## config.mk

```make
export PLATFORM = sky130hd
export DESIGN_NAME = cnmd_cfg
export DESIGN_NICKNAME = d
export VERILOG_FILES = /design/src/hdl/cnmd_pkg.sv /design/src/hdl/cnmd_cfg.sv
export SDC_FILE = /design/constraint.sdc
export NUM_CORES = 1
export LEC_CHECK = 0
export BUFFER_PORTS_ARGS = -buffer_cell sky130_fd_sc_hd__buf_2
export CORE_MARGIN = 2
export CORE_UTILIZATION = 41
export CTS_BUF_LIST = sky130_fd_sc_hd__clkbuf_8 sky130_fd_sc_hd__clkbuf_16
export DETAILED_ROUTE_END_ITERATION = 12
export HOLD_SLACK_MARGIN = 0.05
export PLACE_DENSITY_LB_ADDON = 0.05
export SYNTH_ARGS = -nofsm -noshare
export SYNTH_HDL_FRONTEND = slang
export SYNTH_SLANG_ARGS = --single-unit
```

## constraint.sdc

```tcl
create_clock -name clk -period 1.6 [get_ports clk]
set_input_delay 0.16 -clock clk [delete_from_list [all_inputs] [get_ports clk]]
set_output_delay 0.16 -clock clk [all_outputs]
set_load 0.05 [all_outputs]
```

## src/hdl/cnmd_pkg.sv

```systemverilog
// Shared types, constants and the ring classifier for the crossing-number
// minutiae detector. No dependencies.
`default_nettype none
package cnmd_pkg;

  localparam int ORIENT_W   = 8;
  localparam int CFG_W      = 10;
  localparam int POS_OUT_W  = 9;
  localparam int APB_DATA_W = 32;
  localparam int APB_ADDR_W = 3;
  localparam int S_TDATA_W  = 16;
  localparam int M_TDATA_W  = 32;

  localparam logic [APB_ADDR_W-1:0] ADDR_IMAGE_ROWS = 3'd0;
  localparam logic [APB_ADDR_W-1:0] ADDR_IMAGE_COLS = 3'd4;

  localparam logic MINUTIA_ENDING      = 1'b0;
  localparam logic MINUTIA_BIFURCATION = 1'b1;

  // Window bit positions of the clockwise ring N, NE, E, SE, S, SW, W, NW, N.
  localparam int RING_POS [9] = '{3, 0, 1, 2, 5, 8, 7, 6, 3};

  typedef struct packed {
    logic [ORIENT_W-1:0] orient;
    logic                ridge;
  } line_entry_t;

  typedef struct packed {
    line_entry_t middle;
    line_entry_t upper;
  } line_word_t;

  localparam int LINE_WORD_W = $bits(line_word_t);

  typedef struct packed {
    logic advance;
    logic item_valid;
    logic interior;
    logic restart;
  } stage_ctrl_t;

  typedef struct packed {
    logic hit;
    logic kind;
  } ring_class_t;

  function automatic ring_class_t classify_ring(logic [8:0] w);
    logic [3:0]  neigh;
    logic [3:0]  trans;
    logic [2:0]  cn;
    ring_class_t res;
    neigh = '0;
    trans = '0;
    for (int d = 0; d < 8; d++) begin
      neigh = neigh + 4'(w[RING_POS[d]]);
      trans = trans + 4'(w[RING_POS[d]] ^ w[RING_POS[d+1]]);
    end
    cn       = trans[3:1];
    res.hit  = ((neigh == 4'd1) && (cn == 3'd1)) || ((neigh == 4'd3) && (cn == 3'd3));
    res.kind = (neigh == 4'd3) ? MINUTIA_BIFURCATION : MINUTIA_ENDING;
    return res;
  endfunction

  function automatic logic [CFG_W-1:0] clamp_size(logic [CFG_W-1:0] v, int hi);
    if (v < CFG_W'(3)) begin
      return CFG_W'(3);
    end
    if (32'(v) > hi) begin
      return CFG_W'(hi);
    end
    return v;
  endfunction

endpackage
`default_nettype wire

```

## src/hdl/cnmd_cfg.sv

```systemverilog
// APB register block holding the image size registers of the minutiae detector.
// Depends on cnmd_pkg.
`default_nettype none
module cnmd_cfg #(
  parameter int MAX_ROWS = 512,
  parameter int MAX_COLS = 512
) (
  input  wire logic                               clk,
  input  wire logic                               rst,
  input  wire logic                               psel,
  input  wire logic                               penable,
  input  wire logic                               pwrite,
  input  wire logic [cnmd_pkg::APB_ADDR_W-1:0]    paddr,
  input  wire logic [cnmd_pkg::APB_DATA_W-1:0]    pwdata,
  output logic      [cnmd_pkg::APB_DATA_W-1:0]    prdata,
  output logic                                    pready,
  output logic      [cnmd_pkg::CFG_W-1:0]         image_rows,
  output logic      [cnmd_pkg::CFG_W-1:0]         image_cols,
  output logic                                    restart
);
  import cnmd_pkg::*;

  localparam logic [CFG_W-1:0] ROWS_RESET = clamp_size(CFG_W'(512), MAX_ROWS);
  localparam logic [CFG_W-1:0] COLS_RESET = clamp_size(CFG_W'(512), MAX_COLS);

  logic wr_en;

  assign pready  = 1'b1;
  assign wr_en   = psel && penable && pwrite && pready;
  assign restart = wr_en;
  assign prdata  = paddr[2] ? APB_DATA_W'(image_cols) : APB_DATA_W'(image_rows);

  always_ff @(posedge clk) begin
    if (rst) begin
      image_rows <= ROWS_RESET;
      image_cols <= COLS_RESET;
    end else if (wr_en) begin
      unique case (paddr[2])
        ADDR_IMAGE_ROWS[2]: image_rows <= clamp_size(pwdata[CFG_W-1:0], MAX_ROWS);
        ADDR_IMAGE_COLS[2]: image_cols <= clamp_size(pwdata[CFG_W-1:0], MAX_COLS);
        default: ;
      endcase
    end
  end

endmodule
`default_nettype wire

```

==> out/qor.csv, run 1 <==
stage,metric,value,unit
clock_network,"Setup Fix Bufs, Post-CTS",0,
pwr,peak supply drop,0.000687,V
pwr,switch share,34.1,%
die,die area,3130,um^2
critical_path,CP Launch Type,flop,
drt,DRT antenna net count,0,
grt,largest net degree at the start of global routing,20,
clock_network,CTS tree,yes,
yosys,Synth Register Bits,20,
clock_network,Hold Buf Count CTS,0,
grt,initial antenna violation count,0,
yosys,top_reg_cell synth,dfxtp_1,
sta,crit share post-route,75.4,%
yosys,Yosys cell types,22,
yosys,"count leader, synth",nand2_1,
final_layout,area grow syn2layout,16.9,%
placed_design,pre-CTS WS,0.289,ns
grt,vias in the first global route,796,
yosys,number of synthesized flops with an enable pin,0,
die,die span in y,55.9,um
final_layout,Layout fillers,262,
min_path,worst hold stages,3,
run_status,outcome,completed,
run,max_cap viols,0,
yosys,Yosys top cell area share,36.2,%
pwr,Leak,0.632,nW
final_layout,Post-layout nets,218,
drt,Via density,4.68,
die,Ports,94,
final_layout,antenna cells,0,
final_layout,Final Instance Area,1290,um^2
yosys,synth warn,0,
critical_path,R2R depth,2,
final_layout,final core occ,51.2,%
drt,Routed WL per cell,11.7,um
sta,clock skew,0,ns
die,die width,55.9,um
yosys,"top cells by area, synth","dfxtp_1 36%, buf_4 16%, nand2_1 11%",
grt,Overflow after GRT,0,
drt,DRC Markers,0,
yosys,Synth Instances,134,
drt,via count,964,
die,Starting Density,43.8,%
sta,RSZ-0062 raised after global routing,false,
critical_path,critical path arrival,1.05,ns
drt,DRT Pass-1 Iters,4,
pwr,Reg power frac,46.9,%
sta,# setup viols final,0,
clock_network,Max clock buf depth,2,
critical_path,Critical Path Fanout Max,3,
drt,DRT iter0 DRCs,16,
die,row count,18,
grt,first-pass GRT wire length,3.86,mm
pwr,Net Switching,0.000371,W
pwr,internal power,0.000717,W
sta,Max Clk Rate,829,MHz
drt,Post-Route WL,2.41,mm
clock_network,cts repair resizes,0,
placed_design,area post-placement,1250,um^2
yosys,sequential fraction of the synthesis area,36.2,%
clock_network,cts bufs inserted,3,
pwr,Gate power share,24.0,%
clock_network,clock slew at reported path FFs,0.07,ns
clock_network,clock sinks,20,
clock_network,insertion delay to the later sink of the worst-skew pair,0.25,ns
critical_path,Worst setup EP type,output port,
clock_network,Clock Tree Root,clkbuf_8,
placed_design,post-DP HPWL,1.79,mm
pwr,Clock power frac,29.2,%
sta,Fin. Hold Viols,0,
grt,GRT Util Overall,15.4,%
die,CORE AREA,2520,um^2
critical_path,WP data required,1.44,ns
sta,setup TNS,0,ns
sta,final worst setup slack,0.393,ns
sta,crit path time final,1.21,ns
yosys,mapped cell area,1110,um^2
placed_design,routability cong.,0.734,
sta,Final Max Slew Viols,0,
yosys,Post-synth ARST share,0,%
final_layout,share of cells above drive strength 1,34.7,%
yosys,leading area contributor after synthesis,dfxtp_1,
placed_design,PortBufs,46,
critical_path,Setup CP Type,flop to output port,
yosys,Mean Syn Cell Area,8.25,um^2
min_path,worst hold path type,input pin to flop,
clock_network,# H-tree levels,1,
yosys,top post-synthesis cells by count,"32 x nand2_1, 24 x buf_4, 20 x dfxtp_1",
pwr,power per cell area,842,nW/um^2
==> final cells by class <==
| type | count | area (um^2) | area share (%) |
|---|---|---|---|
| Clock buffer | 3 | 41.3 | 3.19 |
| Timing Repair Buffer | 47 | 238 | 18.4 |
| Multi-Input combinational cell | 106 | 576 | 44.5 |
| Tap cell | 30 | 37.5 | 2.90 |
| Sequential cell | 20 | 400 | 31.0 |
==> power groups by stage <==
stage	Sequential (W)	Clock [W]	Combinational, W
after floorplan	0.000546	0	0.000235
after global routing	0.000511	0.000352	0.000276
final	0.000510	0.000317	0.000261
after CTS	0.000510	0.000335	0.000261
after detailed placement	0.000521	0	0.000260
after global placement	0.000521	0	0.000260
==> worst paths after layout <==
path | start | endpoint | slack, ns
hold reg to reg | image_rows[7] | image_rows[7] | 0.47
setup / recovery | image_rows[2] | prdata[2] | 0.39
setup reg to reg | image_rows[2] | image_rows[2] | 0.97
hold / removal | pwdata[1] | image_cols[1] | 0.18
==> state kept, by name, summed over array words and instances, names as in the netlist <==
signal,flops
image_rows,10
image_cols,10
==> metrics by stage <==
stage               total power, W  hold WS [ns]  instances
floorplan                 0.000781         0.320        155
CTS                        0.00111         0.172        206
global placement          0.000781         0.426        203
detailed placement        0.000782         0.431        203
finish                     0.00109         0.180        206
global route               0.00114         0.204        206
==> critical path, stage by stage, from the launching register on <==
cell and delay [ns]:
dfxtp_1 0.33, mux2_2 0.26, buf_2 0.21
==> per-layer routing <==
| layer | wire (um) | vias to the layer above | track usage, % |
|---|---|---|---|
| met5 | 0 | - | 0 |
| met4 | 9 | 0 | 2.04 |
| met3 | 187 | 2 | 4.65 |
| met2 | 1150 | 40 | 26.7 |
| met1 | 1070 | 435 | 19.5 |
| li1 | - | 487 | - |
==> logic make-up after synthesis <==
family,share of synthesized area (%)
other cells,0.679
flops,36.2
simple gates,23.6
buf+inv,18.9
mux,10.2
compound gates,10.4
==> placed cells by master, fill, tap and decap left out, drive strengths merged <==
| master | count |
|---|---|
| clkbuf | 3 |
| mux2 | 10 |
| a21oi | 16 |
| nand2 | 32 |
| conb | 23 |
| and3 | 1 |
| buf | 47 |
| nand3 | 1 |
| nand4 | 1 |
| and4 | 1 |
| and4b | 1 |
| nand3b | 3 |
| nor2 | 3 |
| nor2b | 7 |
| o2bb2ai | 4 |
| nor3 | 1 |
| nand4b | 1 |
| dfxtp | 20 |
| nor4 | 1 |
Power figures use the tool's default switching activity.
==> inputs of run 2 (changes only) <==
CORE_UTILIZATION = 34   (was 41)
clock period = 1 ns   (was 1.6 ns; I/O delays follow)
==> run 2 against run 1 <==
Against the previous run: the flow now finishes with violations (setup timing); global-route usage grew 1.4 points; register-to-register slack lost 0.67 ns; combinational power grew 86%; sequential power grew 60%; routed wire length grew 27%; utilization grew 5.1 points; hold slack lost 0.064 ns; non-clock buffer count grew 22; sequential share of layout area shrank 6.4 points; cell count grew 18%; critical endpoint is now prdata[1]; highest routed layer unchanged.
==> out/qor.csv, run 2 (synthesis gave the netlist of run 1 again) <==
stage,metric,value,unit
grt,first-pass GRT wire length,4.55,mm
clock_network,insertion delay to the later sink of the worst-skew pair,0.25,ns
drt,via count,1085,
critical_path,WP data required,0.90,ns
final_layout,share of cells above drive strength 1,52.8,%
grt,largest net degree at the start of global routing,16,
die,die width,61.0,um
pwr,peak supply drop,0.000418,V
sta,clock skew,0,ns
sta,Fin. Hold Viols,0,
final_layout,fin cells,243,
drt,Via density,4.47,
sta,crit path time final,1.12,ns
drt,DRT iter0 DRCs,40,
clock_network,clock sinks,20,
die,Starting Density,35.9,%
drt,DRC Markers,0,
pwr,Leak,0.813,nW
final_layout,"commonest non-fill, non-tap cell in the layout",nand2_1,
drt,DRT antenna net count,0,
sta,# setup viols final,10,
grt,GRT Util Overall,16.9,%
die,CORE AREA,3080,um^2
sta,Max Clk Rate,889,MHz
placed_design,routability cong.,0.768,
clock_network,Hold Buf Count CTS,0,
pwr,Final Power,0.00192,W
clock_network,cts bufs inserted,3,
final_layout,antenna cells,0,
final_layout,"commonest non-fill, non-tap cells in the layout","32 x nand2_1, 23 x conb_1, 23 x buf_4, 20 x dfxtp_2, 20 x buf_2",
drt,DRT Pass-1 Iters,4,
final_layout,Regs by FF count,"image_cols x10, image_rows x10",
sta,Final Max Slew Viols,0,
die,row count,20,
die,Ports,94,
sta,RSZ-0062 raised after global routing,true,
grt,initial antenna violation count,0,
clock_network,CTS tree,yes,
final_layout,area grow syn2layout,56.8,%
run_status,violated checks,setup timing,
drt,Post-Route WL,3.07,mm
pwr,power per cell area,1110,nW/um^2
clock_network,Clock Tree Root,clkbuf_8,
placed_design,Placed Cells,224,
critical_path,critical path arrival,1.02,ns
placed_design,post-DP HPWL,1.96,mm
sta,final worst setup slack,-0.125,ns
drt,Routed WL per cell,12.6,um
final_layout,Post-layout nets,240,
clock_network,clock slew at reported path FFs,0.08,ns
critical_path,Worst setup EP type,output port,
critical_path,Setup CP Type,flop to output port,
critical_path,Critical Path Fanout Max,2,
grt,vias in the first global route,1001,
final_layout,final core occ,56.3,%
die,die area,3730,um^2
grt,Overflow after GRT,0,
sta,crit share post-route,112,%
min_path,worst hold path type,input pin to flop,
placed_design,PortBufs,46,
die,die span in y,61.0,um
run,max_cap viols,0,
clock_network,# H-tree levels,1,
clock_network,Max clock buf depth,2,
placed_design,pre-CTS WS,-0.174,ns
run_status,outcome,"finished, violations left",
critical_path,CP Launch Type,flop,
[run 2: changes by cell type in the layout (fill, tap and decap cells not counted), moves of 9 or more]
cell | before | now
dfxtp_2 | 0 | 20
buf_4 | 1 | 23
buf_6 | 0 | 16
buf_2 | 46 | 20
dfxtp_1 | 20 | 0
buf_8 | 0 | 9
[run 2: power breakdown]
group | internal, W | total [W] | switching (W)
Combinational | 0.000122 | 0.000485 | 0.000364
Sequential | 0.000809 | 0.000816 | 0.00000690
Clock | 0.000350 | 0.000622 | 0.000272
Total | 0.00128 | 0.00192 | 0.000643
[run 2: layout make-up]
cell class	instances	area [um^2]
Tap cell	44	55.1
Multi-Input combinational cell	106	603
Timing Repair Buffer	69	596
Clock buffer	4	55.1
Sequential cell	20	425
Fill cell	299	1340
[run 2: final timing paths]
| kind | start | end | slack [ns] | cells after the start |
|---|---|---|---|---|
| worst max-delay path | image_rows[1] | prdata[1] | -0.12 | 2 |
| worst min-delay path | pwdata[0] | image_cols[0] | 0.12 | 3 |
| worst max register to register | image_rows[0] | image_rows[0] | 0.30 | 2 |
| worst min register to register | image_cols[7] | image_cols[7] | 0.46 | 2 |
[run 2: per-layer routing]
metal / global-route usage, % / vias to the layer above / routed length, um
met5: 0 / - / 0
li1: - / 530 / -
met2: 28.7 / 48 / 1550
met1: 20.7 / 505 / 1330
met3: 3.78 / 2 / 178
met4: 6.52 / 0 / 14
[run 2: critical path: stages (launching register included)]
cell and delay (ns):
dfxtp_2 0.33, mux2_4 0.28, buf_8 0.15
[run 2: per-stage QoR]
step | TNS, ns | hold WS [ns] | cell area, um^2
CTS | -1.11 | 0.101 | 1680
detailed placement | -3.49 | 0.361 | 1350
floorplan | 0 | 0.259 | 1210
global placement | -3.40 | 0.374 | 1350
global route | -1.37 | 0.123 | 1730
finish | -1.09 | 0.116 | 1730
[run 2: timing repair]
item	in CTS	in global routing
pin swaps	0	0
gates resized for setup	52	16
buffers inserted	15	0
setup endpoints to repair	10	31
