$ cat src/hdl/cnmd_pkg.sv
// Shared types, constants and the ring classifier for the crossing-number
// minutiae detector. No dependencies.
`default_nettype none
package cnmd_pkg;

  localparam int ORIENT_W   = 8;
  localparam int CFG_W      = 10;
  localparam int POS_OUT_W  = 9;
  localparam int APB_DATA_W = 32;
  localparam int APB_ADDR_W = 3;
  localparam int S_TDATA_W  = 16;
  localparam int M_TDATA_W  = 32;

  localparam logic [APB_ADDR_W-1:0] ADDR_IMAGE_ROWS = 3'd0;
  localparam logic [APB_ADDR_W-1:0] ADDR_IMAGE_COLS = 3'd4;

  localparam logic MINUTIA_ENDING      = 1'b0;
  localparam logic MINUTIA_BIFURCATION = 1'b1;

  // Window bit positions of the clockwise ring N, NE, E, SE, S, SW, W, NW, N.
  localparam int RING_POS [9] = '{3, 0, 1, 2, 5, 8, 7, 6, 3};

  typedef struct packed {
    logic [ORIENT_W-1:0] orient;
    logic                ridge;
  } line_entry_t;

  typedef struct packed {
    line_entry_t middle;
    line_entry_t upper;
  } line_word_t;

  localparam int LINE_WORD_W = $bits(line_word_t);

  typedef struct packed {
    logic advance;
    logic item_valid;
    logic interior;
    logic restart;
  } stage_ctrl_t;

  typedef struct packed {
    logic hit;
    logic kind;
  } ring_class_t;

  function automatic ring_class_t classify_ring(logic [8:0] w);
    logic [3:0]  neigh;
    logic [3:0]  trans;
    logic [2:0]  cn;
    ring_class_t res;
    neigh = '0;
    trans = '0;
    for (int d = 0; d < 8; d++) begin
      neigh = neigh + 4'(w[RING_POS[d]]);
      trans = trans + 4'(w[RING_POS[d]] ^ w[RING_POS[d+1]]);
    end
    cn       = trans[3:1];
    res.hit  = ((neigh == 4'd1) && (cn == 3'd1)) || ((neigh == 4'd3) && (cn == 3'd3));
    res.kind = (neigh == 4'd3) ? MINUTIA_BIFURCATION : MINUTIA_ENDING;
    return res;
  endfunction

  function automatic logic [CFG_W-1:0] clamp_size(logic [CFG_W-1:0] v, int hi);
    if (v < CFG_W'(3)) begin
      return CFG_W'(3);
    end
    if (32'(v) > hi) begin
      return CFG_W'(hi);
    end
    return v;
  endfunction

endpackage
`default_nettype wire

$ cat src/hdl/cnmd_classify.sv
// 3x3 window, crossing-number test and the result register of the detector.
// Depends on cnmd_pkg.
`default_nettype none
module cnmd_classify (
  input  wire logic                                 clk,
  input  wire logic                                 rst,
  input  wire cnmd_pkg::stage_ctrl_t                ctrl,
  input  wire cnmd_pkg::line_entry_t                item,
  input  wire cnmd_pkg::line_word_t                 lines,
  input  wire logic [cnmd_pkg::POS_OUT_W-1:0]       center_row,
  input  wire logic [cnmd_pkg::POS_OUT_W-1:0]       center_col,
  output logic                                      m_tvalid,
  output logic      [cnmd_pkg::M_TDATA_W-1:0]       m_tdata,
  output logic                                      m_tuser
);
  import cnmd_pkg::*;

  logic [8:0]          window;
  logic [8:0]          window_next;
  logic [ORIENT_W-1:0] center_orientation;
  ring_class_t         ring;

  assign window_next = {window[5:0], item.ridge, lines.middle.ridge, lines.upper.ridge};
  assign ring        = classify_ring(window_next);

  always_ff @(posedge clk) begin
    if (rst || ctrl.restart) begin
      window             <= '0;
      center_orientation <= '0;
      m_tvalid           <= 1'b0;
    end else if (ctrl.advance) begin
      m_tvalid <= 1'b0;
      if (ctrl.item_valid) begin
        window             <= window_next;
        center_orientation <= lines.middle.orient;
        m_tvalid           <= ctrl.interior && window_next[4] && ring.hit;
      end
    end
  end

  always_ff @(posedge clk) begin
    if (ctrl.advance && ctrl.item_valid) begin
      m_tdata <= {6'd0, center_orientation, center_col, center_row};
      m_tuser <= ring.kind;
    end
  end

endmodule
`default_nettype wire

$ cat config.mk
export PLATFORM = sky130hd
export DESIGN_NAME = cnmd_classify
export DESIGN_NICKNAME = d
export VERILOG_FILES = /design/src/hdl/cnmd_pkg.sv /design/src/hdl/cnmd_classify.sv
export SDC_FILE = /design/constraint.sdc
export NUM_CORES = 1
export LEC_CHECK = 0
export BUFFER_PORTS_ARGS = -buffer_cell sky130_fd_sc_hd__buf_2
export CAP_MARGIN = 20
export CORE_MARGIN = 5
export CORE_UTILIZATION = 30
export DETAILED_ROUTE_END_ITERATION = 6
export GPL_ROUTABILITY_DRIVEN = 0
export PLACE_DENSITY = 0.68
export SLEW_MARGIN = 0
export SYNTH_ARGS = -nofsm -noshare
export SYNTH_HDL_FRONTEND = slang
export SYNTH_SLANG_ARGS = --single-unit
$ cat constraint.sdc
create_clock -name clk -period 11.5 [get_ports clk]
set_input_delay 2.3 -clock clk [delete_from_list [all_inputs] [get_ports clk]]
set_output_delay 2.3 -clock clk [all_outputs]
set_load 0.02 [all_outputs]
==> results of run 1 <==
[registers in the layout, summed over array words and instances, names as in the netlist]
name	count
center_orientation	8
m_tdata	26
m_tuser	1
m_tvalid	1
window	6
[synth_stat cells]
master	number
a211oi_1	1
a21oi_1	14
a32oi_1	1
and4_1	1
buf_2	1
buf_4	6
clkbuf_1	2
clkbuf_2	1
conb_1	1
dfxtp_1	15
edfxtp_1	27
fa_1	8
ha_1	5
inv_1	18
inv_2	1
nand2_1	31
nand4_1	1
nor2_1	2
nor3_1	1
nor4bb_1	1
o31ai_1	1
or2_1	1
or3b_1	1
xnor2_1	6
xor2_1	2
xor3_1	1
[worst max-delay path, stage by stage]
cell and delay [ns]:
buf_2 0.14, xnor2_1 0.15, fa_1 0.54, inv_1 0.05
fa_1 0.47, inv_1 0.05, fa_1 0.56, nor2_1 0.07
fa_1 0.36, xor3_1 0.39, nand4_1 0.09, o31ai_1 0.22
[how the worst max path moves through the flow]
stage / from / end / cells past startpoint
2_1_floorplan: lines[0] / m_tvalid / 11
3_3_place_gp: lines[0] / m_tvalid / 12
3_5_place_dp: lines[0] / m_tvalid / 12
4_1_cts: lines[0] / m_tvalid / 12
5_1_grt: lines[0] / m_tvalid / 12
6_report: lines[0] / m_tvalid / 12
[cell type report]
class	count	area [µm²]
fill	580	3630
sequential	42	1110
multi-input combinational	84	602
timing repair buffer	62	310
tap	75	93.8
clock buffer	6	72.6
inverter	19	71.3
clock inverter	2	33.8
[power groups by stage]
| stage | Clock [W] | Sequential, W | Combinational (W) |
|---|---|---|---|
| 6_report | 0.000110 | 0.000169 | 0.0000432 |
| 5_1_grt | 0.000122 | 0.000169 | 0.0000491 |
| 4_1_cts | 0.000114 | 0.000169 | 0.0000441 |
| 3_5_place_dp | 0 | 0.000172 | 0.0000438 |
| 3_3_place_gp | 0 | 0.000172 | 0.0000427 |
| 2_1_floorplan | 0 | 0.000179 | 0.0000226 |
[per-layer routing]
layer | up-vias | global-route usage [%] | routed length (µm)
met5 | - | 0 | 0
met4 | 0 | 5.63 | 29
met3 | 2 | 3.29 | 525
met2 | 63 | 16.1 | 1620
met1 | 561 | 10.5 | 1390
li1 | 606 | - | -
[through the flow]
step                utilization [%]  power, W  cells
floorplan                         -  0.000202    155
global placement               37.0  0.000215    282
detailed placement             37.0  0.000216    282
CTS                            38.8  0.000327    290
global route                   38.8  0.000340    290
finish                         38.8  0.000322    290
[logic make-up (layout without fill, tap and decap cells)]
| group | Yosys count | after routing | share of synthesized area (%) |
|---|---|---|---|
| AOI/OAI and AO/OA | 17 | 17 | 5.13 |
| xor gates and xnor gates | 9 | 9 | 5.13 |
| adders and majority gates | 13 | 13 | 12.2 |
| buffers and inverters | 29 | 89 | 7.32 |
| DFF | 42 | 42 | 60.8 |
| other | 1 | 6 | 0.205 |
| and+or+nand+nor | 39 | 39 | 9.24 |
==> results.toml, run 1 <==
[run_status]
status = "finished, final reports clean"

[global_route]
grt.overflow.total = 0
grt_usage_pct = 9.60
grt_pass1_wl_um = 5690
antenna_found_initial = 0
grt_pass1_vias = 1269
grt_max_degree = 42

[sta]
setup_ws_ns = 6.32
fin_skew_ns = 0.00186
finalHoldViolations = 0
setup_viol = 0
final.min_clock_period_ns = 5.18
tightest_slew_ns = 0.759
drv_slew = 0
whs_ns = 0.435
finalCritPeriodShare_pct = 45.0
slew_headroom_pct = 49.3
clock.fmax_mhz = 193
tns_ns = 0
rsz0062_at_grt = "false"

[cts]
numCtsBuffers = 5
root_buffer = "clkbuf_8"
clock_latency_ns = 0.28
cts_sinks = 42
cts_tree = "yes"
cts_buffer_depth = 2
cts_hold_buf = 0
clk_pin_slew_ns = 0.07
cts.htree.levels = 2
cts-resized-gates = 0
post_cts_buffers = 0

[power]
switchingPower_w = 0.0000734
seqPwrFrac_pct = 52.5
leakage_nw = 0.983
pwr-share-comb_pct = 13.4
intPower_w = 0.000248
sw_frac_of_total_pct = 22.8
power_density_nw_per_um2 = 140
vdd_drop_max_uv = 67.0
clockPowerShare_pct = 34.1

[drt]
dr.pass1.iters = 4
drt_iter0_markers = 47
drcViolationCount = 0
wl_per_cell_um = 12.3
via_count = 1232
drt_wl_total_um = 3560
avgViaCountPerCell = 4.25
drtAntennaViolNets = 0

[finish]
finalInstanceArea_um2 = 2290
layout_commonest_cell = "buf_2"
nNetsFinal = 278
area_growth_pct = 25.5
final_cell_mix = "62 x buf_2, 31 x nand2_1, 27 x edfxtp_1"
layout-drive-gt1-share_pct = 32.1
antenna_cells = 0

[logic_synthesis]
synthTopCellsByArea = "edfxtp_1 44%, dfxtp_1 16%, fa_1 8.8%"
yosysUniqueCellTypes = 26
synth_seq_cells = 42
synthCells = 150
synth_area_um2 = 1830
synth_top_cell_by_area = "edfxtp_1"
ys_warn_count = 0
ys_seq_area_share_pct = 60.8
syn_area_per_cell_um2 = 12.2
synth_top_area_share_pct = 44.4

[place]
post_dp_cell_area_um2 = 2190
numPortBuffers = 62
dp_hpwl_um = 2770
place_ws_ns = 6.01

[worst_setup_path]
crit_arrival_ns = 5.38
endpoint_kind = "flip-flop"
required_ns = 11.70
reg2reg_to = "m_tvalid"
critical_path_class = "in2reg"
r2r_slack_ns = 8.06
start_kind = "input port"
critical_path_peak_fanout = 4
rr_startpoint = "window[0]"
ff2ff_path_depth = 11

[floorplan]
coreArea_um2 = 5920
die_y_um = 88.1
die-width_um = 88.1
ios = 85
rows = 28
dieArea_um2 = 7750
start_util_pct = 30.9

[worst_hold_path]
hp-class = "reg2reg"
hold_path_startpoint = "center_orientation[3]"
min_to = "m_tdata[21]"
whs_path_depth = 0

[job]
maxCapViolations = 0
No activity file was read; power rests on OpenSTA's default activity.
==> run 2: changes to the inputs <==
Settings changed: ABC_AREA set to 1, PLACE_DENSITY 0.68 to 0.69.
Clock period 11.5 ns to 4.35 ns, I/O delays scaled along.
==> run 2 against run 1 <==
Effect of this change: non-clock buffer count is the same; flip-flop and latch count stayed put; clock skew increased by 0.0039 ns; critical endpoint unchanged; highest routed layer unchanged.
==> results.toml, run 2 <==
[cts]
post_cts_buffers = 0
cts_hold_buf = 0
clock_latency_ns = 0.29
cts_tree = "yes"
root_buffer = "clkbuf_8"
cts_sinks = 42
numCtsBuffers = 5
cts-resized-gates = 0
cts.htree.levels = 2
cts_buffer_depth = 2
clk_pin_slew_ns = 0.08

[floorplan]
die-width_um = 89.6
coreArea_um2 = 6240
die_y_um = 89.6
rows = 29
start_util_pct = 30.5
ios = 85
dieArea_um2 = 8030

[sta]
clock.fmax_mhz = 273
setup_viol = 0
tns_ns = 0
fin_skew_ns = 0.00581
final.min_clock_period_ns = 3.66
finalHoldViolations = 0
tightest_slew_ns = 0.708
finalCritPeriodShare_pct = 84.2
setup_ws_ns = 0.685
slew_headroom_pct = 52.7
drv_slew = 0
rsz0062_at_grt = "false"

[global_route]
grt_pass1_vias = 1339
antenna_found_initial = 0
grt_pass1_wl_um = 5890
grt_max_degree = 39
grt_usage_pct = 9.62
grt.overflow.total = 0

[power]
clockPowerShare_pct = 37.5
intPower_w = 0.000731
power_w = 0.000964
pwr-share-comb_pct = 15.9
switchingPower_w = 0.000233
leakage_nw = 1.08
sw_frac_of_total_pct = 24.2
power_density_nw_per_um2 = 403
vdd_drop_max_uv = 224
seqPwrFrac_pct = 46.6

[logic_synthesis]
synth_seq_cells = 42
synth_area_um2 = 1900
synthArstFlopShare_pct = 0
synth_fa_ha_area_share_pct = 11.7
synth-main-ff-cell = "edfxtp_1"
synth_most_common_cell = "nand2_1"
synthCells = 175
synth_edf_count = 27
synth_top_cell_by_area = "edfxtp_1"
synthSimpleGateAreaFrac_pct = 12.9
yosysUniqueCellTypes = 23
synth_compound_area_share_pct = 4.61
ys_warn_count = 0
synthTopCellsByArea = "edfxtp_1 43%, dfxtp_1 16%, fa_1 8.4%"
ys_seq_area_share_pct = 58.5
syn_area_per_cell_um2 = 10.9
synth_top_family_by_area = "simple AND/OR/NAND/NOR gates"
synth_top_area_share_pct = 42.7
netlist_top_cells_count = "41 x nand2_1, 27 x edfxtp_1, 25 x inv_1, 15 x dfxtp_1, 13 x nor2_1"
synth_mux_area_share_pct = 0
synth_xor_area_share_pct = 3.23

[drt]
drt_wl_total_um = 3780
avgViaCountPerCell = 4.24
drt_iter0_markers = 71
drtAntennaViolNets = 0
dr.pass1.iters = 5
via_count = 1343
drcViolationCount = 0
wl_per_cell_um = 11.9

[finish]
final_cell_count_no_fill = 317
layout_commonest_cell = "buf_2"
layout-drive-gt1-share_pct = 30.8
final_cell_mix = "62 x buf_2, 41 x nand2_1, 27 x edfxtp_1"
largest_register = "m_tdata"
antenna_cells = 0
area_growth_pct = 25.9
finalInstanceArea_um2 = 2390
nNetsFinal = 303
reg.largest.list = "m_tdata: 26 flops, center_orientation: 8 flops, window: 6 flops"
largest_reg_flops = 26

[place]
place_ws_ns = 0.354
placed_cells = 309
numPortBuffers = 62
dp_hpwl_um = 3000
post_dp_cell_area_um2 = 2250

[worst_hold_path]
hp-class = "reg2reg"

[worst_setup_path]
crit_chain = "buf_2 -> xnor2_1 -> fa_1 -> inv_1 -> fa_1 -> inv_1 -> fa_1 -> nor2_1 -> fa_1 -> inv_1 -> nor2_1 -> nand2_1 -> nand2_1 -> nand2_1 -> nor2_1 -> nor2_1 -> nor2_1"
cpPeakStageDelay_ns = 0.57
critical_path_peak_fanout = 4
start_kind = "input port"
required_ns = 4.58
critical_path_class = "in2reg"
endpoint_kind = "flip-flop"
path_common_cell = "nor2_1"
crit_slowest_cell = "fa_1"
crit_arrival_ns = 3.89

[job]
maxCapViolations = 0

[run_status]
status = "finished, final reports clean"
==> run 2: cell families (layout without fill, tap and decap cells) <==
group / after synthesis / count (layout)
compound gates: 15 / 15
xor+xnor: 7 / 7
fa+ha+maj: 13 / 13
buf+inv: 36 / 96
flops: 42 / 42
other cells: 1 / 6
simple gates: 61 / 61
==> run 2: layout make-up <==
class	count	area (µm²)
clock inverters	3	68.8
repair buffers	62	310
fillers	625	3850
clock buffers	5	68.8
flip-flops and latches	42	1110
well taps	77	96.3
inverters	26	97.6
multi-input cells	102	639
==> run 2: routing by layer <==
metal	wire (µm)	vias to the layer above	global-route usage, %
li1	-	670	-
met1	1430	604	10.8
met2	1750	63	16.3
met3	530	6	3.10
met4	65	0	5.01
met5	0	-	0
==> run 2: final timing paths <==
kind / start / end / slack (ns) / cells after the start
hold / removal: center_orientation[6] / m_tdata[24] / 0.44 / 0
setup reg to reg: window[0] / m_tvalid / 1.01 / 16
hold reg to reg: center_orientation[6] / m_tdata[24] / 0.44 / 0
setup / recovery: lines[0] / m_tvalid / 0.69 / 17
==> run 2: power by group through the flow <==
stage | logic (W) | clock network, W | registers (W)
after detailed placement | 0.000155 | 0 | 0.000459
after CTS | 0.000156 | 0.000370 | 0.000450
after global placement | 0.000150 | 0 | 0.000458
after global routing | 0.000179 | 0.000388 | 0.000451
final | 0.000154 | 0.000361 | 0.000449
after floorplan | 0.0000916 | 0 | 0.000477
==> run 2: metrics by stage <==
step,util [%],hold slack [ns]
floorplan,-,0.409
global placement,36.1,0.412
detailed placement,36.1,0.417
CTS,38.3,0.439
global route,38.3,0.445
finish,38.3,0.436
==> run 2: worst max-delay path: cells and delay by family <==
| kind | cells | cell delay [ns] |
|---|---|---|
| AND/OR/NAND/NOR | 8 | 0.53 |
| adder cells (fa/ha/maj) | 4 | 2.06 |
| XOR/XNOR | 1 | 0.15 |
| buffers and inverters | 4 | 0.28 |
==> run 3: changes to the inputs <==
Clock period 4.35 ns to 3.14 ns, I/O delays scaled along.
==> run 3 against run 2 <==
Effect of this change: the flow now finishes with violations (setup timing); cell count rose by 3.5%; routed wire length grew 1.1%; sequential power is 38% higher; die area is the same; worst hold slack better by 0.0049 ns; register-to-register slack worse by 1.1 ns; total power up 24%; via count decreased by 0.74%; largest cell class unchanged; highest routed layer unchanged.
==> results.toml, run 3 (synthesis gave the netlist of run 2 again) <==
[worst_setup_path]
required_ns = 3.37
critical_path_peak_fanout = 3
critical_path_class = "in2reg"
start_kind = "input port"
endpoint_kind = "flip-flop"
crit_arrival_ns = 3.58

[sta]
tns_ns = -0.228
slew_headroom_pct = 62.8
tightest_slew_ns = 0.558
rsz0062_at_grt = "true"
fin_skew_ns = 0.00767
setup_viol = 2
finalCritPeriodShare_pct = 107
finalHoldViolations = 0
setup_ws_ns = -0.210
final.min_clock_period_ns = 3.35
drv_slew = 0
clock.fmax_mhz = 299

[power]
leakage_nw = 1.13
power_density_nw_per_um2 = 483
vdd_drop_max_uv = 264
power_w = 0.00120

[cts]
clock_latency_ns = 0.29
cts_hold_buf = 0
cts.htree.levels = 2
cts_buffer_depth = 2
root_buffer = "clkbuf_8"
clk_pin_slew_ns = 0.08
numCtsBuffers = 5
cts_sinks = 42
cts_tree = "yes"

[place]
placed_cells = 319
numPortBuffers = 62
dp_hpwl_um = 3000

[finish]
area_growth_pct = 30.7
largest_register = "m_tdata"
nFillCells = 613
antenna_cells = 0
layout_commonest_cell = "buf_2"
largest_reg_flops = 26
final_cell_count_no_fill = 328
nNetsFinal = 314
final_cell_mix = "60 x buf_2, 40 x nand2_1, 27 x edfxtp_1"
reg.largest.list = "m_tdata: 26 flops, center_orientation: 8 flops, window: 6 flops"
layout-drive-gt1-share_pct = 37.5

[global_route]
grt_pass1_wl_um = 5600
grt_max_degree = 35
antenna_found_initial = 0
grt.overflow.total = 0
grt_usage_pct = 9.10
grt_pass1_vias = 1263

[worst_hold_path]
hp-class = "reg2reg"

[floorplan]
die-width_um = 89.6
rows = 29
coreArea_um2 = 6240
ios = 85
dieArea_um2 = 8030
start_util_pct = 30.5
die_y_um = 89.6

[drt]
avgViaCountPerCell = 4.06
drt_wl_total_um = 3820
dr.pass1.iters = 4
wl_per_cell_um = 11.6
drt_iter0_markers = 62
via_count = 1333
drtAntennaViolNets = 0
drcViolationCount = 0

[run_status]
status = "finished with violations"
violations = "setup timing"

[job]
maxCapViolations = 0
-- run 3: final timing paths --
kind / startpoint / end / depth (start not counted) / slack (ns)
worst max-delay path: item[0] / m_tvalid / 17 / -0.21
worst min-delay path: center_orientation[3] / m_tdata[21] / 0 / 0.44
worst max register to register: window[2] / m_tvalid / 16 / -0.11
worst min register to register: center_orientation[3] / m_tdata[21] / 0 / 0.44
-- run 3: power by group --
part / switching (W) / total [W] / internal, W
Clock: 0.000176 / 0.000333 / 0.000157
Sequential: 0.00000723 / 0.000621 / 0.000614
Combinational: 0.000142 / 0.000246 / 0.000103
Total: 0.000326 / 0.00120 / 0.000874
-- run 3: layout make-up --
class                      instances  area, µm²  share of cell area (%)
clock buffer                       6       72.6                    2.92
clock inverter                     2       13.8                   0.554
inverter                          26        105                    4.23
multi-input combinational        102        667                    26.8
sequential                        42       1110                    44.8
tap                               77       96.3                    3.88
timing repair buffer              73        418                    16.8
-- run 3: worst max-delay path, stage by stage --
cell	delay, ns
buf_12	0.11
xnor2_2	0.14
fa_1	0.53
inv_1	0.05
fa_1	0.47
inv_1	0.05
fa_1	0.54
nor2_1	0.07
fa_1	0.48
inv_1	0.05
nor2_1	0.08
nand2_1	0.06
nand2_1	0.07
nand2_1	0.06
nor2_2	0.08
nor2_1	0.04
nor2_1	0.07
-- run 3: routing by layer --
metal / routed length [µm] / up-vias / GRT usage [%]
met1: 1510 / 580 / 11.0
met4: 19 / 0 / 3.65
li1: - / 692 / -
met5: 0 / - / 0
met3: 485 / 2 / 2.46
met2: 1800 / 59 / 15.4
-- run 3: metrics by stage --
stage / setup slack [ns] / hold WS (ns) / util [%] / area (µm²)
after floorplan: -0.211 / 0.409 / - / 1930
after global placement: -0.576 / 0.412 / 37.5 / 2340
after detailed placement: -0.599 / 0.419 / 37.5 / 2340
after CTS: -0.272 / 0.441 / 39.7 / 2480
after global routing: -0.354 / 0.459 / 39.8 / 2480
final: -0.210 / 0.441 / 39.8 / 2480
-- run 3: repair_timing --
| item | CTS | global route |
|---|---|---|
| cloned | 0 | 0 |
| setup buffers | 0 | 1 |
| gates resized for setup | 13 | 1 |
| pin swaps | 7 | 2 |
| endpoints found under the setup margin | 2 | 2 |
